==> src/rtl/btkem_pkg.sv <==
// Shared types and constants for the button-to-key event mapper.
// Used by the divider, the top level and the port checker; depends on nothing.
`default_nettype none

package btkem_pkg;

    // Binding table size and register widths.
    localparam int MAX_BINDINGS_DEFAULT = 32;
    localparam int CFG_W                = 6;
    localparam logic [CFG_W-1:0] ENTRIES_RESET = 6'd1;

    // Microsecond to millisecond conversion, one 16-bit digit at a time. Each
    // quotient digit comes from a reciprocal multiplication that is exact for
    // any partial dividend below 2^26.
    localparam int DIVIDEND_W  = 64;
    localparam int QUOT_W      = 32;
    localparam int DIVISOR     = 1000;
    localparam int REM_W       = 10;
    localparam int DIGIT_W     = 16;
    localparam int NUM_DIGITS  = DIVIDEND_W / DIGIT_W;
    localparam int PART_W      = REM_W + DIGIT_W;
    localparam int RECIP_W     = 27;
    localparam int RECIP_SHIFT = 36;
    localparam logic [RECIP_W-1:0] DIV_RECIP = 27'd68719477;
    localparam int PROD_W      = PART_W + RECIP_W;
    localparam int STEP_W      = 3;
    localparam logic [STEP_W-1:0] LAST_STEP = STEP_W'(2 * NUM_DIGITS - 1);

    // Request type codes.
    localparam logic REQ_SAMPLE = 1'b0;
    localparam logic REQ_LOAD   = 1'b1;

    // Sequencer states.
    typedef enum logic [2:0] {
        ST_IDLE,
        ST_DIVIDE,
        ST_DECIDE,
        ST_READ,
        ST_EVAL,
        ST_FLUSH
    } state_t;

    // One binding table entry.
    typedef struct packed {
        logic [31:0] mask;
        logic [15:0] key;
        logic [15:0] scan;
        logic        ext;
    } bind_t;

    // One key event as it leaves the block.
    typedef struct packed {
        logic [15:0] key;
        logic [15:0] scan;
        logic        ext;
        logic        down;
        logic [31:0] ms;
        logic        last;
    } event_t;

    // Status of the divider towards the sequencer.
    typedef struct packed {
        logic busy;
        logic done;
    } div_stat_t;

endpackage : btkem_pkg

`default_nettype wire

==> src/rtl/btkem_div1000.sv <==
// Divider that turns a 64-bit microsecond count into milliseconds, one 16-bit
// quotient digit at a time by reciprocal multiplication. Depends on btkem_pkg.
`default_nettype none

module btkem_div1000
    import btkem_pkg::*;
(
    input  wire logic                  clk,
    input  wire logic                  rst_n,
    input  wire logic                  start,
    input  wire logic [DIVIDEND_W-1:0] dividend,
    output div_stat_t                  stat,
    output logic [QUOT_W-1:0]          quotient
);

    logic                  busy_reg, busy_next;
    logic                  done_reg, done_next;
    logic [STEP_W-1:0]     cnt_reg, cnt_next;
    logic [DIVIDEND_W-1:0] num_reg;
    logic [REM_W-1:0]      rem_reg;
    logic [QUOT_W-1:0]     quo_reg;
    logic [PROD_W-1:0]     prod_reg;

    logic [PART_W-1:0]     part;
    logic [DIGIT_W-1:0]    digit;
    logic [PART_W-1:0]     digit_x_div;
    logic [PART_W-1:0]     part_rem;

    // The partial dividend is the running remainder followed by the next digit.
    // The quotient digit comes from the registered reciprocal product, and the
    // new remainder is what is left after taking the digit times 1000 away.
    always_comb
    begin
        part        = {rem_reg, num_reg[DIVIDEND_W-1 -: DIGIT_W]};
        digit       = prod_reg[RECIP_SHIFT +: DIGIT_W];
        digit_x_div = PART_W'(digit) * PART_W'(DIVISOR);
        part_rem    = part - digit_x_div;
    end

    // Step counter and completion flag; bit 0 of the count selects the phase.
    always_comb
    begin
        busy_next = busy_reg;
        done_next = 1'b0;
        cnt_next  = cnt_reg;
        if (start)
        begin
            busy_next = 1'b1;
            cnt_next  = '0;
        end
        else if (busy_reg)
        begin
            cnt_next = cnt_reg + STEP_W'(1);
            if (cnt_reg == LAST_STEP)
            begin
                busy_next = 1'b0;
                done_next = 1'b1;
            end
        end
    end

    always_ff @(posedge clk or negedge rst_n)
    begin
        if (!rst_n)
        begin
            busy_reg <= 1'b0;
            done_reg <= 1'b0;
            cnt_reg  <= '0;
        end
        else
        begin
            busy_reg <= busy_next;
            done_reg <= done_next;
            cnt_reg  <= cnt_next;
        end
    end

    // Datapath: multiply in the first phase, take the digit and remainder in the
    // second. Only the two low quotient digits are kept, the upper ones shift out.
    always_ff @(posedge clk)
    begin
        if (start)
        begin
            num_reg <= dividend;
            rem_reg <= '0;
            quo_reg <= '0;
        end
        else if (busy_reg)
        begin
            if (!cnt_reg[0])
            begin
                prod_reg <= PROD_W'(part) * PROD_W'(DIV_RECIP);
            end
            else
            begin
                num_reg <= {num_reg[DIVIDEND_W-DIGIT_W-1:0], DIGIT_W'(0)};
                rem_reg <= part_rem[REM_W-1:0];
                quo_reg <= {quo_reg[QUOT_W-DIGIT_W-1:0], digit};
            end
        end
    end

    assign stat.busy = busy_reg;
    assign stat.done = done_reg;
    assign quotient  = quo_reg;

endmodule : btkem_div1000

`default_nettype wire

==> src/rtl/button_to_key_event_mapper_unit.sv <==
// Top level of the button-to-key event mapper: binding table, sequencer and
// event output register. Depends on btkem_pkg and btkem_div1000.
//
// Usage: requests arrive on the in_valid/in_ready channel. A load request
// (req_type high) writes one binding table entry in the cycle it is accepted
// and produces no event; in_ready stays high, so loads run one per cycle.
// A pad sample first converts time_us to milliseconds in the divider, four
// digits, each a multiply and then a digit phase, passes a decision state, then
// scans the first entries_in_use table entries (at most MAX_BINDINGS), each
// read and then evaluated: once, twice on a generation change while buttons
// are held, or not at all for a disconnected or intercepted pad with none held.
// It ends in a flush state, and in_ready stays low until it is back in idle.
// Events leave on out_valid/out_ready through an output register; each event
// is held back one step in a pending register so that the last event of a
// sample can carry last_event. When the receiver stalls, the scan stops at
// the next matching entry until the output register frees up. The
// configuration register entries_in_use is written through cfg_write/cfg_data;
// the user must write it only while idle, which the block does not enforce.
// Reset clears the held buttons, the generation tracking and both output
// stages and sets entries_in_use to one; the binding table is not cleared.
`default_nettype none

module button_to_key_event_mapper_unit
    import btkem_pkg::*;
#(
    parameter int MAX_BINDINGS = MAX_BINDINGS_DEFAULT
)
(
    input  wire logic             clk,
    input  wire logic             rst_n,
    // Configuration port
    input  wire logic             cfg_write,
    input  wire logic [CFG_W-1:0] cfg_data,
    // Request channel
    input  wire logic             in_valid,
    output logic                  in_ready,
    input  wire logic             req_type,
    input  wire logic [31:0]      buttons,
    input  wire logic             pad_connected,
    input  wire logic             intercepted,
    input  wire logic [31:0]      pad_generation,
    input  wire logic [63:0]      time_us,
    input  wire logic [4:0]       entry_index,
    input  wire logic [31:0]      entry_mask,
    input  wire logic [15:0]      entry_key,
    input  wire logic [15:0]      entry_scan,
    input  wire logic             entry_extended,
    // Event channel
    output logic                  out_valid,
    input  wire logic             out_ready,
    output logic [15:0]           key_code,
    output logic [15:0]           scan_out,
    output logic                  extended_out,
    output logic                  key_down,
    output logic [31:0]           time_ms,
    output logic                  last_event
);

    localparam int AW = (MAX_BINDINGS > 1) ? $clog2(MAX_BINDINGS) : 1;
    localparam logic [CFG_W-1:0] MAX_CNT = CFG_W'(MAX_BINDINGS);

    // Control state
    state_t           state_reg, state_next;
    logic [CFG_W-1:0] idx_reg, idx_next;
    logic             second_reg, second_next;
    logic [31:0]      held_reg, held_next;
    logic [31:0]      seen_gen_reg, seen_gen_next;
    logic             gen_known_reg, gen_known_next;
    logic [CFG_W-1:0] entries_reg;
    logic             pend_valid_reg, pend_valid_next;
    logic             out_valid_reg, out_valid_next;

    // Payload state
    logic [31:0]      buttons_reg;
    logic             conn_reg;
    logic             icpt_reg;
    logic [31:0]      gen_reg;
    logic [31:0]      next_btn_reg, next_btn_next;
    event_t           pend_reg, pend_next;
    event_t           out_reg, out_next;

    // Binding table
    bind_t            bind_mem [MAX_BINDINGS];
    bind_t            rd_reg;
    logic             rd_en;
    logic             wr_en;

    // Divider
    logic             div_start;
    div_stat_t        div_stat;
    logic [QUOT_W-1:0] div_quot;

    logic             accept;
    logic             out_free;
    logic [CFG_W-1:0] lim;
    logic             hit;
    event_t           new_ev;

    assign accept   = in_valid && in_ready;
    assign out_free = !out_valid_reg || out_ready;
    assign lim      = (entries_reg > MAX_CNT) ? MAX_CNT : entries_reg;
    assign wr_en    = accept && (req_type == REQ_LOAD)
                      && ({1'b0, entry_index} < MAX_CNT);

    btkem_div1000 u_div
    (
        .clk      (clk),
        .rst_n    (rst_n),
        .start    (div_start),
        .dividend (time_us),
        .stat     (div_stat),
        .quotient (div_quot)
    );

    // Table write on a load transaction, registered read for the scan.
    always_ff @(posedge clk)
    begin
        if (wr_en)
        begin
            bind_mem[entry_index[AW-1:0]] <= '{mask: entry_mask, key: entry_key,
                                               scan: entry_scan, ext: entry_extended};
        end
        if (rd_en)
        begin
            rd_reg <= bind_mem[idx_reg[AW-1:0]];
        end
    end

    // Event candidate from the entry just read.
    always_comb
    begin
        hit         = |((held_reg ^ next_btn_reg) & rd_reg.mask);
        new_ev.key  = rd_reg.key;
        new_ev.scan = rd_reg.scan;
        new_ev.ext  = rd_reg.ext;
        new_ev.down = |(next_btn_reg & rd_reg.mask);
        new_ev.ms   = div_quot;
        new_ev.last = 1'b0;
    end

    // Sequencer: next state and datapath control.
    always_comb
    begin
        state_next      = state_reg;
        idx_next        = idx_reg;
        second_next     = second_reg;
        held_next       = held_reg;
        seen_gen_next   = seen_gen_reg;
        gen_known_next  = gen_known_reg;
        next_btn_next   = next_btn_reg;
        pend_next       = pend_reg;
        pend_valid_next = pend_valid_reg;
        out_next        = out_reg;
        out_valid_next  = out_valid_reg && !out_ready;
        in_ready        = 1'b0;
        div_start       = 1'b0;
        rd_en           = 1'b0;

        case (state_reg)
            ST_IDLE:
            begin
                in_ready = 1'b1;
                if (in_valid && (req_type == REQ_SAMPLE))
                begin
                    div_start  = 1'b1;
                    state_next = ST_DIVIDE;
                end
            end

            ST_DIVIDE:
            begin
                if (div_stat.done)
                begin
                    state_next = ST_DECIDE;
                end
            end

            ST_DECIDE:
            begin
                idx_next    = '0;
                second_next = 1'b0;
                if (!conn_reg || icpt_reg)
                begin
                    // Neutralise: release whatever is held, if anything.
                    next_btn_next = '0;
                    state_next    = (held_reg != '0) ? ST_READ : ST_FLUSH;
                end
                else
                begin
                    seen_gen_next  = gen_reg;
                    gen_known_next = 1'b1;
                    if (gen_known_reg && (gen_reg != seen_gen_reg) && (held_reg != '0))
                    begin
                        // New generation: release pass first, then the sample.
                        next_btn_next = '0;
                        second_next   = 1'b1;
                    end
                    else
                    begin
                        next_btn_next = buttons_reg;
                    end
                    state_next = ST_READ;
                end
            end

            ST_READ:
            begin
                if (idx_reg >= lim)
                begin
                    // End of a pass: the compared buttons become the held ones.
                    held_next = next_btn_reg;
                    idx_next  = '0;
                    if (second_reg)
                    begin
                        second_next   = 1'b0;
                        next_btn_next = buttons_reg;
                    end
                    else
                    begin
                        state_next = ST_FLUSH;
                    end
                end
                else
                begin
                    rd_en      = 1'b1;
                    state_next = ST_EVAL;
                end
            end

            ST_EVAL:
            begin
                if (!hit)
                begin
                    idx_next   = idx_reg + CFG_W'(1);
                    state_next = ST_READ;
                end
                else if (!pend_valid_reg || out_free)
                begin
                    if (pend_valid_reg)
                    begin
                        out_next       = pend_reg;
                        out_valid_next = 1'b1;
                    end
                    pend_next       = new_ev;
                    pend_valid_next = 1'b1;
                    idx_next        = idx_reg + CFG_W'(1);
                    state_next      = ST_READ;
                end
            end

            ST_FLUSH:
            begin
                if (!pend_valid_reg)
                begin
                    state_next = ST_IDLE;
                end
                else if (out_free)
                begin
                    out_next        = pend_reg;
                    out_next.last   = 1'b1;
                    out_valid_next  = 1'b1;
                    pend_valid_next = 1'b0;
                    state_next      = ST_IDLE;
                end
            end

            default:
            begin
                state_next = ST_IDLE;
            end
        endcase
    end

    // Control registers.
    always_ff @(posedge clk or negedge rst_n)
    begin
        if (!rst_n)
        begin
            state_reg      <= ST_IDLE;
            idx_reg        <= '0;
            second_reg     <= 1'b0;
            held_reg       <= '0;
            seen_gen_reg   <= '0;
            gen_known_reg  <= 1'b0;
            entries_reg    <= ENTRIES_RESET;
            pend_valid_reg <= 1'b0;
            out_valid_reg  <= 1'b0;
        end
        else
        begin
            state_reg      <= state_next;
            idx_reg        <= idx_next;
            second_reg     <= second_next;
            held_reg       <= held_next;
            seen_gen_reg   <= seen_gen_next;
            gen_known_reg  <= gen_known_next;
            pend_valid_reg <= pend_valid_next;
            out_valid_reg  <= out_valid_next;
            if (cfg_write)
            begin
                entries_reg <= cfg_data;
            end
        end
    end

    // Payload registers.
    always_ff @(posedge clk)
    begin
        if (accept && (req_type == REQ_SAMPLE))
        begin
            buttons_reg <= buttons;
            conn_reg    <= pad_connected;
            icpt_reg    <= intercepted;
            gen_reg     <= pad_generation;
        end
        next_btn_reg <= next_btn_next;
        pend_reg     <= pend_next;
        out_reg      <= out_next;
    end

    assign out_valid    = out_valid_reg;
    assign key_code     = out_reg.key;
    assign scan_out     = out_reg.scan;
    assign extended_out = out_reg.ext;
    assign key_down     = out_reg.down;
    assign time_ms      = out_reg.ms;
    assign last_event   = out_reg.last;

endmodule : button_to_key_event_mapper_unit

`default_nettype wire

==> config.mk <==
export PLATFORM = sky130hd
export DESIGN_NAME = button_to_key_event_mapper_unit
export DESIGN_NICKNAME = d
export VERILOG_FILES = /design/src/rtl/btkem_pkg.sv /design/src/rtl/btkem_div1000.sv /design/src/rtl/button_to_key_event_mapper_unit.sv
export SDC_FILE = /design/constraint.sdc
export NUM_CORES = 2
export LEC_CHECK = 0
export ABC_CLOCK_PERIOD_IN_PS = 8690
export BUFFER_PORTS_ARGS = -buffer_cell sky130_fd_sc_hd__buf_2
export CAP_MARGIN = 0
export CORE_ASPECT_RATIO = 0.6
export CORE_MARGIN = 2
export CORE_UTILIZATION = 45
export CTS_CLUSTER_SIZE = 30
export DETAILED_ROUTE_END_ITERATION = 12
export SLEW_MARGIN = 30
export SYNTH_ARGS = -nofsm -noshare
export SYNTH_HDL_FRONTEND = slang
export SYNTH_HIERARCHICAL = 1
export SYNTH_SLANG_ARGS = --single-unit
==> constraint.sdc <==
create_clock -name clk -period 8.69 [get_ports clk]
set_clock_uncertainty 0.15 [all_clocks]
set_input_delay 0.4345 -clock clk [delete_from_list [all_inputs] [get_ports clk]]
set_output_delay 0.4345 -clock clk [all_outputs]
set_load 0.02 [all_outputs]
Word-level counts from Yosys, hierarchy flattened. Memory sizes are Yosys's and may differ from the RTL's. A register that Yosys moved wholly into a read port is not among the register bits. Index checks and enable logic that the tools add are counted.

Memories kept: 1. RAM bits: 2080. Bits in registers: 477.

Order comparisons: 2. Multipliers: 2. Bitwise logic cells: 7. Add/subtract/negate cells: 3. Equal/unequal tests: 19. Reductions and logical operators: 35. Mux-type cells: 60.

Memories: bind_mem (depth 32, bits a word 65, rd ports 1, clocked after memory_dff 1, write ports 1, line button_to_key_event_mapper_unit.sv:83) `bind_t bind_mem [MAX_BINDINGS];`.

Operators by type and width (number): $mux 67 (5); $mux 64 (3); $pmux 67 s2 (1); $mux 32 (4); $and 32x32->32 (2); $pmux 32 s2 (1); $reduce_or 32->1 (2); $mul 26x27->52 const B (1); $mux 3 (12); $ne 32x32->1 (1); $reduce_bool 32->1 (1); $xor 32x32->32 (1); $mux 1 (25); $mux 6 (4); $pmux 3 s6 (1); $pmux 6 s3 (1); $mul 16x7->7 const B (1); $ne 2x2->1 const B (8); $reduce_and 3->1 (5); $reduce_and 2->1 (5); $sub 10x10->10 (1); $eq 3x3->1 const B (3); $ne 3x3->1 const B (3); $reduce_bool 2->1 (4); 16 further kinds (33).

Logic depth before layout (Yosys ltp).
Depth after elaboration: 6. Mapped depth: 25.

Modules after synthesis. The synthesis kept the hierarchy.

By module, submodules not included: button_to_key_event_mapper_unit (times used 1, area each 92388.6 um^2, cells each 3795, sequential area each 73426.7 um^2); btkem_div1000 (times used 1, area each 15155.8 um^2, cells each 1366, sequential area each 3368.2 um^2).

Worst setup path after synthesis. Ideal clock, no wire load.

Path kind: register -> register. From: register u_div.num_reg[62]. To: register u_div.prod_reg[51] (data pin). Setup slack: 2.354 ns. Cell stages (with the launch flop): 22. Required time: 8.350 ns. Arrival: 5.996 ns. Buffers on the path: 0. Cells stage by stage: edfxtp_1 > fa_1 > fa_1 > fa_1 > inv_1 > fa_1 > inv_1 > fa_1 > fa_1 > inv_1 > fa_1 > inv_1 > ha_1 > a211oi_2 > nand2_1 > a221oi_2 > o22ai_2 > o2111ai_2 > nand2_1 > o21ai_2 > mux2i_1 > a2111oi_2.

Cells in the longest elaborated chain, start to end: 1.

Ends and longest elaborated chain: from (decl) (line btkem_div1000.sv:19) `logic [DIVIDEND_W-1:0] num_reg;`; from (signal assigned) (line btkem_div1000.sv:84) `num_reg <= dividend;`; from (signal assigned) (line btkem_div1000.sv:96) `num_reg <= {num_reg[DIVIDEND_W-DIGIT_W-1:0], DIGIT_W'(0)};`; $mul 26x27->52 (line btkem_div1000.sv:92) `prod_reg <= PROD_W'(part) * PROD_W'(DIV_RECIP);`; to (signal assigned) (line btkem_div1000.sv:92); to (decl) (line btkem_div1000.sv:22) `logic [PROD_W-1:0] prod_reg;`.

Every way passes these cells. A chain may end at the register's enable or synchronous reset.

Worst setup path in the final report.
From: register u_div.rem_reg[5]. To: register u_div.prod_reg[36] (data pin).

Cells in the longest elaborated chain, start to end: 1.

Ends and longest elaborated chain: from (decl) (line btkem_div1000.sv:20) `logic [REM_W-1:0] rem_reg;`; from (signal assigned) (line btkem_div1000.sv:97) `rem_reg <= part_rem[REM_W-1:0];`; $mul 26x27->52 (line btkem_div1000.sv:92).

Every way passes these cells.

==> results.tsv <==
metric	value	unit
actual slew at the worst max-slew pin	1.039	ns
drt wl/cell	29.40	um
num ports	281	
crit path from	u_div/rem_reg[5]$_SDFFE_PP0P_	
largest net degree at the start of global routing	98	
vias in the first global route	52650	
Clock Tree Buf Depth	4	
Final ANT Viol Nets	0	
row count	138	
Root Driver	clkbuf_16	
dpl ws	1.482	ns
RSZ-0062 raised after global routing	no	
Hold Violations, Final	0	
Initial DRC Count	6316	
# Post-CTS Setup Buffers	0	
DRC	0	
hold buffer count at CTS	212	
largest fanout on the critical path	8	
fmax	136.5	MHz
gpl congestion	0.9007	
Final Cycle Share	84.30	%
final core utilization	52.13	%
layout cells sized above 1	26.84	%
via count	52250	
fin worst setup slack	1.364	ns
status	completed	
chip width	635.1	um
total wire length	269.2	mm
Critical R2R Launch	u_div/rem_reg[5]$_SDFFE_PP0P_	
Hold Crit Start	pad_generation[11]	
CTS tree	done	
most frequent cells in the layout	edfxtp_1 (2,456), mux4_2 (650), inv_1 (411)	
R2R setup slack	1.36	ns
first-pass GRT wire length	386.3	mm
syn_nets	5882	
initial core utilization	45.43	%
Num CTS Buffers	235	
IO buf count	280	
Final Slew Violations	0	
grt met3 use	5.198	%
vias per cell	5.707	
GR Util met1	34.42	%
die area	243000	um2
initial antenna violation count	24	
category of the worst setup path launch point	flip-flop	
Layout Nets	6534	
Vert. Die Dim	382.7	um
core area	236700	um2
gr usage total	22.16	%
# setup viols final	0	
Initial DRT Pass Iterations	7	
Syn-to-layout area delta	14.76	%
H-tree levels	4	
Ys Warns	6	
Netlist Area Pre-Place	107500	um2
Worst Path Class, Setup	reg2reg	
crit path DAT	7.80	ns
Syn Inst Count	5160	
DP Cell Count	8511	
max FFs per register	2080	
grt met2 use	32.10	%
maxcap violations	0	
Post-Syn Area per Cell	20.84	um2
hpwl dp	152.1	mm
Tmin final	7.326	ns
Max-slew headroom	30.76	%
global route overflow	0	
most common cell after layout, fill and taps aside	edfxtp_1	
Hold Path Class	in2reg	
Sink Count	2586	
Req. time, crit path	9.16	ns
GRT busiest layer	met1	
Post-CTS Resized	0	
later-pin clock latency in the skew report	0.89	ns
Reg clk slew, reported paths	0.07	ns
Setup TNS Final	0	ns
non-filler cells, final	9156	
crit end category	flip-flop	
cell type report:
type                    count  area (um2)
fillers                 18470      113300
well taps                3150        3941
clock inverters           138        1555
clock buffers             286        6228
repair buffers            608        4666
diodes                      7       17.52
inverters                 413        1550
flip-flops and latches   2586       76810
multi-input cells        1968       28640
path summary, 6_finish.rpt:
path,end,depth (start not counted)
min in group asynchronous,entries_reg[0]$_DFFE_PN1P_,3
max reg2reg,u_div/prod_reg[36]$_DFFE_PP_,21
max in group asynchronous,entries_reg[3]$_DFFE_PN0P_,4
max,u_div/prod_reg[36]$_DFFE_PP_,21
min,gen_reg[11]$_DFFE_PP_,2
min reg2reg,key_code[11]$_DFFE_PP_,0
critical path, cell delays in order (launching register included):
cell	delay, ns
dfxtp_1	0.60
inv_1	0.16
fa_1	0.53
fa_1	0.57
inv_1	0.06
fa_1	0.57
fa_1	0.46
fa_1	0.42
fa_1	0.52
inv_1	0.05
fa_1	0.47
inv_1	0.04
ha_1	0.30
a21o_1	0.22
a21o_1	0.17
a21o_1	0.17
a21oi_1	0.29
nor2_1	0.09
a211oi_1	0.49
or4b_1	0.49
a31oi_1	0.20
xnor2_1	0.08
layer usage:
| metal | wire length [um] | vias to the layer above | share of wire [%] |
|---|---|---|---|
| li1 | - | 21830 | - |
| met3 | 24210 | 367 | 9.0 |
| met5 | 94 | - | 0.035 |
| met1 | 122100 | 27910 | 45 |
| met4 | 5584 | 14 | 2.1 |
| met2 | 117200 | 2136 | 44 |
per-stage QoR:
step / hold slack (ns) / area, um2
after floorplan: -0.01109 / 107500
after CTS: 0.03732 / 123300
final: 0.1085 / 123400
after global routing: 0.07659 / 123400
after detailed placement: 0.1409 / 113400
after global placement: 0.1378 / 113200
Power is left out: the tool's default activity adds up to more than one toggle a clock period on the data nets, which glitch-free logic cannot reach.
